--- src/design/tsp_pkg.sv ---
// Package for the trapezoidal speed profile block: sequencer states,
// the control bundle decoded from the state, and arithmetic widths.
// No dependencies.
package tsp_pkg;

  localparam int unsigned POS_W   = 32;  // position and velocity words
  localparam int unsigned LIM_W   = 20;  // configured limits
  localparam int unsigned DIST_W  = 33;  // remaining distance, no wrap
  localparam int unsigned PROD_W  = 52;  // shared multiplier product
  localparam int unsigned RAD_W   = 54;  // square root radicand
  localparam int unsigned ROOT_W  = 55;  // root accumulator and trial term
  localparam int unsigned ARITH_W = 34;  // signed working width for limits
  localparam int unsigned ROOT_STEPS = 27;
  localparam int unsigned CNT_W   = 5;
  localparam int unsigned IDX_W   = 2;

  // configuration register indexes
  localparam logic [IDX_W-1:0] REG_SPEED = 2'd0;
  localparam logic [IDX_W-1:0] REG_ACCEL = 2'd1;
  localparam logic [IDX_W-1:0] REG_DECEL = 2'd2;

  // item kinds
  localparam logic KIND_STEP = 1'b0;
  localparam logic KIND_LOAD = 1'b1;

  typedef enum logic [2:0] {
    ST_IDLE,
    ST_DIST,
    ST_MUL_DS,
    ST_MUL_SQ,
    ST_SUM,
    ST_ROOT,
    ST_LIMIT,
    ST_WRITE
  } tsp_state_e;

  // control decoded from the sequencer state
  typedef struct packed {
    logic in_stall;
    logic mul_square;
    logic do_write;
  } tsp_ctrl_t;

endpackage

--- src/design/trapezoidal_speed_profile.sv ---
// Trapezoidal speed profile generator: top level with the sequencer and
// its shared multiplier and square root step unit. Depends on tsp_pkg.
//
//  channel | direction | handshake                 | payload
//  --------+-----------+---------------------------+------------------------------
//  in      | input     | in_valid_i / in_stall_o   | kind, target_position, load_velocity
//  out     | output    | out_valid_o / out_stall_i | position, velocity
//  cfg     | input     | cfg_valid_i / cfg_ready_o | cfg_index_i, cfg_data_i
//
// A step item runs through distance, two passes through one 32x20
// multiplier, a sum, 27 square root steps (one bit of root per cycle on a
// 55-bit compare and subtract), a limit step and the write. A load item
// goes from its transfer straight to the write. One item is in work at a
// time; the next transfer is taken in the idle state after the write, so
// the block takes no new item before it is through with the last one.
// Reset clears the limits, position and velocity. A stalled result holds
// the state and the sequencer waits in its write cycle.
module trapezoidal_speed_profile (
  input  logic                                clk_i,
  input  logic                                rst_ni,
  // input channel
  input  logic                                in_valid_i,
  output logic                                in_stall_o,
  input  logic                                kind_i,
  input  logic signed [tsp_pkg::POS_W-1:0]    target_position_i,
  input  logic signed [tsp_pkg::POS_W-1:0]    load_velocity_i,
  // output channel
  output logic                                out_valid_o,
  input  logic                                out_stall_i,
  output logic signed [tsp_pkg::POS_W-1:0]    position_o,
  output logic signed [tsp_pkg::POS_W-1:0]    velocity_o,
  // configuration channel
  input  logic                                cfg_valid_i,
  output logic                                cfg_ready_o,
  input  logic        [tsp_pkg::IDX_W-1:0]    cfg_index_i,
  input  logic        [tsp_pkg::LIM_W-1:0]    cfg_data_i
);

  localparam int unsigned POS_W   = tsp_pkg::POS_W;
  localparam int unsigned LIM_W   = tsp_pkg::LIM_W;
  localparam int unsigned DIST_W  = tsp_pkg::DIST_W;
  localparam int unsigned PROD_W  = tsp_pkg::PROD_W;
  localparam int unsigned RAD_W   = tsp_pkg::RAD_W;
  localparam int unsigned ROOT_W  = tsp_pkg::ROOT_W;
  localparam int unsigned ARITH_W = tsp_pkg::ARITH_W;
  localparam int unsigned CNT_W   = tsp_pkg::CNT_W;

  tsp_pkg::tsp_state_e state_q, state_d;
  tsp_pkg::tsp_ctrl_t  ctrl;

  logic [LIM_W-1:0] speed_q, accel_q, decel_q;
  logic signed [POS_W-1:0] pos_q, vel_q;
  logic out_valid_q;
  logic out_free;

  // latched item
  logic                    kind_q;
  logic signed [POS_W-1:0] target_q, lvel_q;

  // datapath registers
  logic signed [DIST_W-1:0] ds_q;
  logic [DIST_W-1:0]        dist_q;
  logic [POS_W-1:0]         mag_q;
  logic [PROD_W-1:0]        prod_ds_q, prod_sq_q;
  logic [RAD_W-1:0]         rem_q;
  logic [ROOT_W-1:0]        res_q, bit_q;
  logic [CNT_W-1:0]         cnt_q;
  logic [POS_W-1:0]         vmax_q;

  logic              in_xfer;
  logic [LIM_W-2:0]  half;
  logic [POS_W-1:0]  mul_a;
  logic [LIM_W-1:0]  mul_b;
  logic [PROD_W-1:0] mul_p;

  assign out_free    = !out_valid_q || !out_stall_i;
  assign in_xfer     = in_valid_i && !ctrl.in_stall;
  assign half        = decel_q[LIM_W-1:1];
  assign in_stall_o  = ctrl.in_stall;
  assign cfg_ready_o = 1'b1;
  assign out_valid_o = out_valid_q;
  assign position_o  = pos_q;
  assign velocity_o  = vel_q;

  // next state
  always_comb begin
    state_d = state_q;
    unique case (state_q)
      tsp_pkg::ST_IDLE: begin
        if (in_valid_i) begin
          state_d = (kind_i == tsp_pkg::KIND_LOAD) ? tsp_pkg::ST_WRITE : tsp_pkg::ST_DIST;
        end
      end
      tsp_pkg::ST_DIST:   state_d = tsp_pkg::ST_MUL_DS;
      tsp_pkg::ST_MUL_DS: state_d = tsp_pkg::ST_MUL_SQ;
      tsp_pkg::ST_MUL_SQ: state_d = tsp_pkg::ST_SUM;
      tsp_pkg::ST_SUM:    state_d = tsp_pkg::ST_ROOT;
      tsp_pkg::ST_ROOT: begin
        if (cnt_q == '0) begin
          state_d = tsp_pkg::ST_LIMIT;
        end
      end
      tsp_pkg::ST_LIMIT:  state_d = tsp_pkg::ST_WRITE;
      tsp_pkg::ST_WRITE: begin
        if (out_free) begin
          state_d = tsp_pkg::ST_IDLE;
        end
      end
      default: state_d = tsp_pkg::ST_IDLE;
    endcase
  end

  // control outputs of the sequencer
  always_comb begin
    ctrl            = '0;
    ctrl.in_stall   = (state_q != tsp_pkg::ST_IDLE);
    ctrl.mul_square = (state_q == tsp_pkg::ST_MUL_SQ);
    ctrl.do_write   = (state_q == tsp_pkg::ST_WRITE) && out_free;
  end

  always_ff @(posedge clk_i or negedge rst_ni) begin
    if (!rst_ni) begin
      state_q <= tsp_pkg::ST_IDLE;
    end else begin
      state_q <= state_d;
    end
  end

  // configuration registers; unknown indexes are dropped
  always_ff @(posedge clk_i or negedge rst_ni) begin
    if (!rst_ni) begin
      speed_q <= '0;
      accel_q <= '0;
      decel_q <= '0;
    end else if (cfg_valid_i) begin
      if (cfg_index_i == tsp_pkg::REG_SPEED) speed_q <= cfg_data_i;
      if (cfg_index_i == tsp_pkg::REG_ACCEL) accel_q <= cfg_data_i;
      if (cfg_index_i == tsp_pkg::REG_DECEL) decel_q <= cfg_data_i;
    end
  end

  // shared multiplier: distance by deceleration, then half by half
  always_comb begin
    if (ctrl.mul_square) begin
      mul_a = {{(POS_W-LIM_W+1){1'b0}}, half};
      mul_b = {1'b0, half};
    end else begin
      mul_a = dist_q[POS_W-1:0];
      mul_b = decel_q;
    end
    mul_p = PROD_W'(mul_a) * PROD_W'(mul_b);
  end

  // square root step, stop speed and final limit
  logic [ROOT_W-1:0]         trial;
  logic [RAD_W-1:0]          rad;
  logic [PROD_W:0]           ds_term;
  logic signed [ARITH_W-1:0] stop, vcap, amag, cand, vlim;

  always_comb begin
    trial   = res_q + bit_q;
    ds_term = {1'b0, prod_ds_q}
            + (dist_q[DIST_W-1] ? ((PROD_W+1)'(decel_q) << POS_W) : '0);
    rad     = {ds_term, 1'b0} + RAD_W'(prod_sq_q);

    stop = $signed(ARITH_W'(res_q[ARITH_W-3:0])) - $signed(ARITH_W'(half));
    vcap = ($signed(ARITH_W'(speed_q)) < stop) ? $signed(ARITH_W'(speed_q)) : stop;
    amag = $signed(ARITH_W'(mag_q));
    if (amag < vcap) begin
      cand = amag + $signed(ARITH_W'(accel_q));
      vlim = (vcap > cand) ? cand : vcap;
    end else begin
      cand = amag - $signed(ARITH_W'(decel_q));
      vlim = (cand > vcap) ? cand : vcap;
    end
  end

  // datapath registers, advanced by the sequencer
  always_ff @(posedge clk_i) begin
    if (in_xfer) begin
      kind_q   <= kind_i;
      target_q <= target_position_i;
      lvel_q   <= load_velocity_i;
    end
    unique case (state_q)
      tsp_pkg::ST_DIST: begin
        ds_q   <= DIST_W'(target_q) - DIST_W'(pos_q);
        dist_q <= (DIST_W'(target_q) - DIST_W'(pos_q) < 0)
                ? DIST_W'(pos_q) - DIST_W'(target_q)
                : DIST_W'(target_q) - DIST_W'(pos_q);
        mag_q  <= vel_q[POS_W-1] ? POS_W'(-vel_q) : POS_W'(vel_q);
      end
      tsp_pkg::ST_MUL_DS: prod_ds_q <= mul_p;
      tsp_pkg::ST_MUL_SQ: prod_sq_q <= mul_p;
      tsp_pkg::ST_SUM: begin
        rem_q <= rad;
        res_q <= '0;
        bit_q <= ROOT_W'(1) << (2 * (tsp_pkg::ROOT_STEPS - 1));
        cnt_q <= CNT_W'(tsp_pkg::ROOT_STEPS - 1);
      end
      tsp_pkg::ST_ROOT: begin
        if (ROOT_W'(rem_q) >= trial) begin
          rem_q <= rem_q - trial[RAD_W-1:0];
          res_q <= (res_q >> 1) + bit_q;
        end else begin
          res_q <= res_q >> 1;
        end
        bit_q <= bit_q >> 2;
        cnt_q <= cnt_q - 1'b1;
      end
      tsp_pkg::ST_LIMIT: vmax_q <= vlim[POS_W-1:0];
      default: ;
    endcase
  end

  // position and velocity update at the write cycle
  logic signed [ARITH_W-1:0] dsx, vmx, vel_new;
  logic signed [POS_W-1:0]   pos_new, vel_out;

  always_comb begin
    dsx = ARITH_W'(ds_q);
    vmx = $signed(ARITH_W'(vmax_q));
    if (dsx > vmx) begin
      pos_new = pos_q + $signed(vmax_q);
      vel_new = vmx;
    end else if (dsx < -vmx) begin
      pos_new = pos_q - $signed(vmax_q);
      vel_new = -vmx;
    end else begin
      pos_new = target_q;
      vel_new = dsx;
    end
    // saturate a velocity above two to the 31 minus one
    if (vel_new > $signed(ARITH_W'({1'b0, {(POS_W-1){1'b1}}}))) begin
      vel_out = {1'b0, {(POS_W-1){1'b1}}};
    end else begin
      vel_out = vel_new[POS_W-1:0];
    end
  end

  always_ff @(posedge clk_i or negedge rst_ni) begin
    if (!rst_ni) begin
      pos_q       <= '0;
      vel_q       <= '0;
      out_valid_q <= 1'b0;
    end else begin
      if (ctrl.do_write) begin
        out_valid_q <= 1'b1;
        if (kind_q == tsp_pkg::KIND_LOAD) begin
          pos_q <= target_q;
          vel_q <= lvel_q;
        end else begin
          pos_q <= pos_new;
          vel_q <= vel_out;
        end
      end else if (!out_stall_i) begin
        out_valid_q <= 1'b0;
      end
    end
  end

endmodule
--- config.mk ---
export PLATFORM = sky130hd
export DESIGN_NAME = trapezoidal_speed_profile
export DESIGN_NICKNAME = d
export VERILOG_FILES = /design/src/design/tsp_pkg.sv /design/src/design/trapezoidal_speed_profile.sv
export SDC_FILE = /design/constraint.sdc
export NUM_CORES = 2
export LEC_CHECK = 0
export BUFFER_PORTS_ARGS = -buffer_cell sky130_fd_sc_hd__buf_2
export CORE_MARGIN = 2
export CORE_UTILIZATION = 40
export DETAILED_ROUTE_END_ITERATION = 8
export HOLD_SLACK_MARGIN = 0.03
export MAX_ROUTING_LAYER = met4
export PLACE_DENSITY = 0.56
export SLEW_MARGIN = 10
export SYNTH_ARGS = -nofsm -noshare
export SYNTH_HDL_FRONTEND = slang
export SYNTH_SLANG_ARGS = --single-unit
export TNS_END_PERCENT = 30
--- constraint.sdc ---
create_clock -name clk_i -period 13.3 [get_ports clk_i]
set_input_delay 0 -clock clk_i [delete_from_list [all_inputs] [get_ports clk_i]]
set_output_delay 0 -clock clk_i [all_outputs]
set_load 0.05 [all_outputs]
# Word-level counts from Yosys, hierarchy flattened
# Index checks and enable logic that the tools add are counted.
[word_totals]
regBits = 596
latch_bits = 0
ramBits = 0
romBits = 0
input_bits = 92
word_cells = 105
mem_count = 0
[classes]
add_sub_neg = 15
mul = 1
n_div = 0
n_lt_le_gt_ge = 9
n_eq_ne = 14
shifts = 0
n_mux = 29
bitwise_logic = 0
n_reduce_logical = 16
[ops]
columns = ["op", "n"]
rows = [
  ["$mux 32", 9],
  ["$pmux 55 s2", 2],
  ["$pmux 54 s2", 1],
  ["$mux 34", 3],
  ["$lt 33x34->1", 2],
  ["$sub 32x32->33", 2],
  ["$add 54x55->55", 1],
  ["$add 55x55->55", 1],
  ["$ge 54x55->1", 1],
  ["$mux 55", 1],
  ["$add 54x52->54", 1],
  ["$mux 54", 1],
  ["$sub 54x54->54", 1],
  ["$add 52x52->53", 1],
  ["$mul 32x20->52", 1],
  ["$mux 52", 1],
  ["$gt 33x34->1", 1],
  ["$gt 34x32->1 const B", 1],
  ["$gt 34x34->1", 1],
  ["$neg 32->34", 1],
  ["$add 32x20->33", 1],
  ["$gt 33x33->1", 1],
  ["$lt 21x33->1", 1],
  ["$lt 33x1->1 const B", 1],
  ["other kinds (30)", 47],
]

# Longest topological paths before layout
[depth]
word_depth = 7
mapped_depth = 42

# Worst setup path before layout
# No wires, ideal clock.
[synth_path]
path_type = "reg-to-reg"
start = "reg state_q[1]"
end = "reg prod_ds_q[51] (data pin)"
setup_ps = 258
arrival_ps = 9586
required_time_ps = 13042
slack_ps = 3456
path_stages_with_launch = 33
n_path_buf = 2
cell_sequence = "dfrtp_1 > ha_1 > nand2b_1 > inv_1 > clkbuf_1 > buf_1 > nand2_1 > o21ai_1 > nand2_1 > fa_1 > inv_1 > fa_1 > inv_1 > fa_1 > inv_1 > fa_1 > fa_1 > fa_1 > inv_1 > fa_1 > inv_1 > ha_1 > o21ai_0 > o21ai_0 > a221oi_1 > nand3b_1 > a2bb2oi_1 > a211o_1 > o41ai_1 > o211ai_1 > a31oi_1 > o211ai_1 > o21a_1"
[synth_between]
elab_chain_len = 3
[synth_lines]
columns = ["item", "line_no", "text"]
rows = [
  ["start: declaration", "trapezoidal_speed_profile.sv:48", "tsp_pkg::tsp_state_e state_q, state_d;"],
  ["start signal: assignment", "trapezoidal_speed_profile.sv:123", "state_q <= tsp_pkg::ST_IDLE;"],
  ["start signal: assignment", "trapezoidal_speed_profile.sv:125", "state_q <= state_d;"],
  ["$eq 3x2->1 *", "trapezoidal_speed_profile.sv:117", "ctrl.mul_square = (state_q == tsp_pkg::ST_MUL_SQ);"],
  ["$mux 32 or $mux 20 (tied branches)", "trapezoidal_speed_profile.sv:144", "if (ctrl.mul_square) begin"],
  ["$mul 32x20->52 *", "trapezoidal_speed_profile.sv:151", "mul_p = PROD_W'(mul_a) * PROD_W'(mul_b);"],
  ["named net mul_p[51]", "trapezoidal_speed_profile.sv:74", "logic [PROD_W-1:0] mul_p;"],
  ["end signal: assignment", "trapezoidal_speed_profile.sv:193", "tsp_pkg::ST_MUL_DS: prod_ds_q <= mul_p;"],
  ["end: declaration", "trapezoidal_speed_profile.sv:64", "logic [PROD_W-1:0] prod_ds_q, prod_sq_q;"],
]
# The timed path passes the listed nets; every way through them passes the cells marked *.
# A chain may end at the register's enable or synchronous reset.

# Worst setup path in the final report
[layout_path]
start = "reg state_q[1]"
end = "reg prod_sq_q[51] (data pin)"
[layout_between]
elab_chain_len = 3
[layout_lines]
columns = ["item", "line_no", "text"]
rows = [
  ["$eq 3x2->1 *", "trapezoidal_speed_profile.sv:117", ""],
  ["$mux 32 or $mux 20 (tied branches)", "trapezoidal_speed_profile.sv:144", ""],
  ["$mul 32x20->52 *", "trapezoidal_speed_profile.sv:151", ""],
  ["named net mul_p[51]", "trapezoidal_speed_profile.sv:74", ""],
  ["end signal: assignment", "trapezoidal_speed_profile.sv:194", "tsp_pkg::ST_MUL_SQ: prod_sq_q <= mul_p;"],
  ["end: declaration", "trapezoidal_speed_profile.sv:64", ""],
]
# Marked as above.

==> out/qor.yml <==
clocking:
  h-tree-depth: 3
  cts_tree: "done"
  cts_root_buffer: "clkbuf_16"
  ctsLongestPathBuffers: 3
  clock_latency_ns: 0.71
  cts_resized: 0
  clkTransAtPathRegs_ns: 0.06
  cts_sinks: 567
  cts_made_buffers: 72
grt:
  grt_pass1_wl_mm: 364
  grt_overflow_total: 0
  grt_usage: 0.285
  grt_antenna_before_repair: 1
  grt_pass1_vias: 57932
  grt_max_degree: 84
drt:
  dr.pass1.iters: 7
  antenna_left: 0
  wl_per_cell_microns: 24.1
  drt_iter0_drc: 4748
  vias_per_cell: 5.76
  routed_wl_mm: 242
  drc_errors: 0
  vias: 57796
setup_path:
  crit_path_end_kind: "flip-flop"
  start_kind: "flip-flop"
  path_max_fanout: 54
  worstPathRequired_ns: 13.76
  cp_common_cell: "fa_1"
  rr_endpoint: "prod_sq_q[51]"
  crit_type: "flip-flop to flip-flop"
  crit_end: "prod_sq_q[51]"
  reg2reg_from: "state_q[1]"
  r2r_slack_ns: 1.97
  worstPathArrival_ns: 11.79
  cp-startpoint: "state_q[1]"
  slowest_delay_ns: 0.74
  reg2reg_depth: 32
  crit_slowest_cell: "buf_4"
synthesis:
  avgSynthCellArea_sq_um: 8.91
  synthTopCellsByCount: "859 x inv_1, 850 x nand2_1, 702 x ha_1"
  synth_xor_area_frac: 0.0588
  synth.area.top_cells: "edfxtp_1 19%, fa_1 16%, ha_1 13%, inv_1 4.7%, dfrtp_1 4.7%"
  synthFlopType: "edfxtp_1"
  synthCells: 7617
  synthSimpleGateAreaFrac: 0.154
  netlist_area_sq_um: 67900
  ys_ff_latch: 567
  synth_compound_area_frac: 0.173
  synth_edf_count: 439
  synthAdderAreaFrac: 0.291
  synth_largest_area_cell: "edfxtp_1"
  ys_async_sr_fraction: 0.226
  yosysMostFrequentCell: "inv_1"
  ys_seq_area_frac: 0.241
  muxShareOfSynthArea: 0.0154
  synth_top_family_by_area: "adder cells"
  yosys_warnings: 0
  syn_nets: 8957
  synth_cell_type_count: 100
  yosys.area.top_type_share: 0.194
sta:
  fin_worst_skew_ns: 0.0331
  rsz0062_at_grt: "no"
  hold_viol: 0
  max_freq_mhz: 88.3
  setup_viol: 0
  tns_ns: 0
  fin_crit_ns: 11.33
  slew_violations: 0
  tightest_slew_ns: 1.35
  slew_headroom: 0.0951
  period_share: 0.852
die:
  rows: 151
  die_x_microns: 416
  start_util: 0.402
  ios: 159
  die_h_microns: 416
  core_sq_um: 169000
  die_area_sq_um: 173000
min_path:
  worst_hold_path_type: "input port to flip-flop"
cells_and_area:
  final_nets: 9104
  num-fill-cells: 16540
  layout-drive-gt1-share: 0.0703
  utilization: 0.444
  area_growth_pct: 10.5
run:
  maxCapViolCount: 0
placed_design:
  io_buffers: 157
  dpl.hpwl_mm: 190
  gp_congestion: 0.990
outcome:
  status: "complete, no violations"
-- cell type report --
cell class              count  area [sq um]  area share
inverters                 862          3240      0.0432
diodes                      3          7.51    0.000100
flip-flops and latches    567         16400       0.218
clock buffers              89          2000      0.0267
clock inverters            40           460     0.00614
multi-input cells        5864         47100       0.629
repair buffers            397          2990      0.0398
well taps                2218          2780      0.0370
-- flip-flops by register name (all words and copies together) (netlist names), 20 cells and up --
register	count
rem_q	54
decel_q	20
prod_sq_q	52
accel_q	20
target_q	32
velocity_o	32
res_q	55
ds_q	33
speed_q	20
bit_q	27
dist_q	32
position_o	32
mag_q	32
lvel_q	32
prod_ds_q	52
vmax_q	32
-- stage by stage --
stage | hold WS [ns] | cell area [sq um] | cells | setup slack (ns)
after global routing | 0.0358 | 75000 | 10037 | 1.36
after detailed placement | 0.0545 | 71000 | 9758 | 2.03
after CTS | 0.0322 | 75000 | 10037 | 1.99
after global placement | 0.0572 | 71000 | 9758 | 2.06
after floorplan | -0.296 | 67900 | 7617 | 3.46
final | 0.0503 | 75000 | 10040 | 1.97
-- how the worst min path moves through the flow --
stage	slack, ns	depth (start not counted)	startpoint	to
global route	0.04	2	target_position_i[9]	target_q[9]
global placement	0.06	1	rst_ni	velocity_o[25]
floorplan	-0.30	0	rst_ni	accel_q[0]
detailed placement	0.05	1	rst_ni	velocity_o[25]
CTS	0.03	2	target_position_i[9]	target_q[9]
finish	0.05	2	target_position_i[9]	target_q[9]
-- per-layer routing --
layer | share of wire | up-vias | track usage
met5 | 0 | - | -
met4 | 0.051 | 0 | 0.123
met3 | 0.061 | 495 | 0.0395
met2 | 0.47 | 2037 | 0.467
met1 | 0.41 | 28473 | 0.351
li1 | - | 26791 | -
-- worst max-delay path: cells and delay by family, from the launching register on --
kind                       cells  cell delay, ns
DFF                            1            0.39
and+or+nand+nor                6            1.28
buffers and inverters          8            1.91
AOI/OAI and AO/OA              9            2.91
adders and majority gates      9            4.43
-- what timing repair did --
| action | in CTS | in global routing |
|---|---|---|
| hold buffers | 150 | 0 |
| hold endpoints to repair | 192 | 0 |
| setup endpoints to repair | 0 | 0 |
| buffers inserted | 0 | 0 |
-- cell families after synthesis --
family	after synthesis
buffers and inverters	1186
and+or+nand+nor	2239
AOI/OAI and AO/OA	1821
adders and majority gates	1251
xor gates and xnor gates	456
DFF	567
muxes	96
other	1
-- cells in the final DEF (no fill, tap or decap), drive strengths merged, types with 92 or more instances in the layout --
cell / n
nand3: 100
a21o: 206
dlygate4sd3: 149
fa: 546
buf: 248
inv: 868
or3: 102
and3: 152
nand2: 851
nor2: 517
ha: 702
nor3: 115
dfrtp: 128
xnor2: 290
edfxtp: 439
a31oi: 92
xor2: 166
a21oi: 513
o21ai: 387
Power is not shown: default switching activity piles up to over one toggle a cycle in this logic, so the estimate is an artifact.
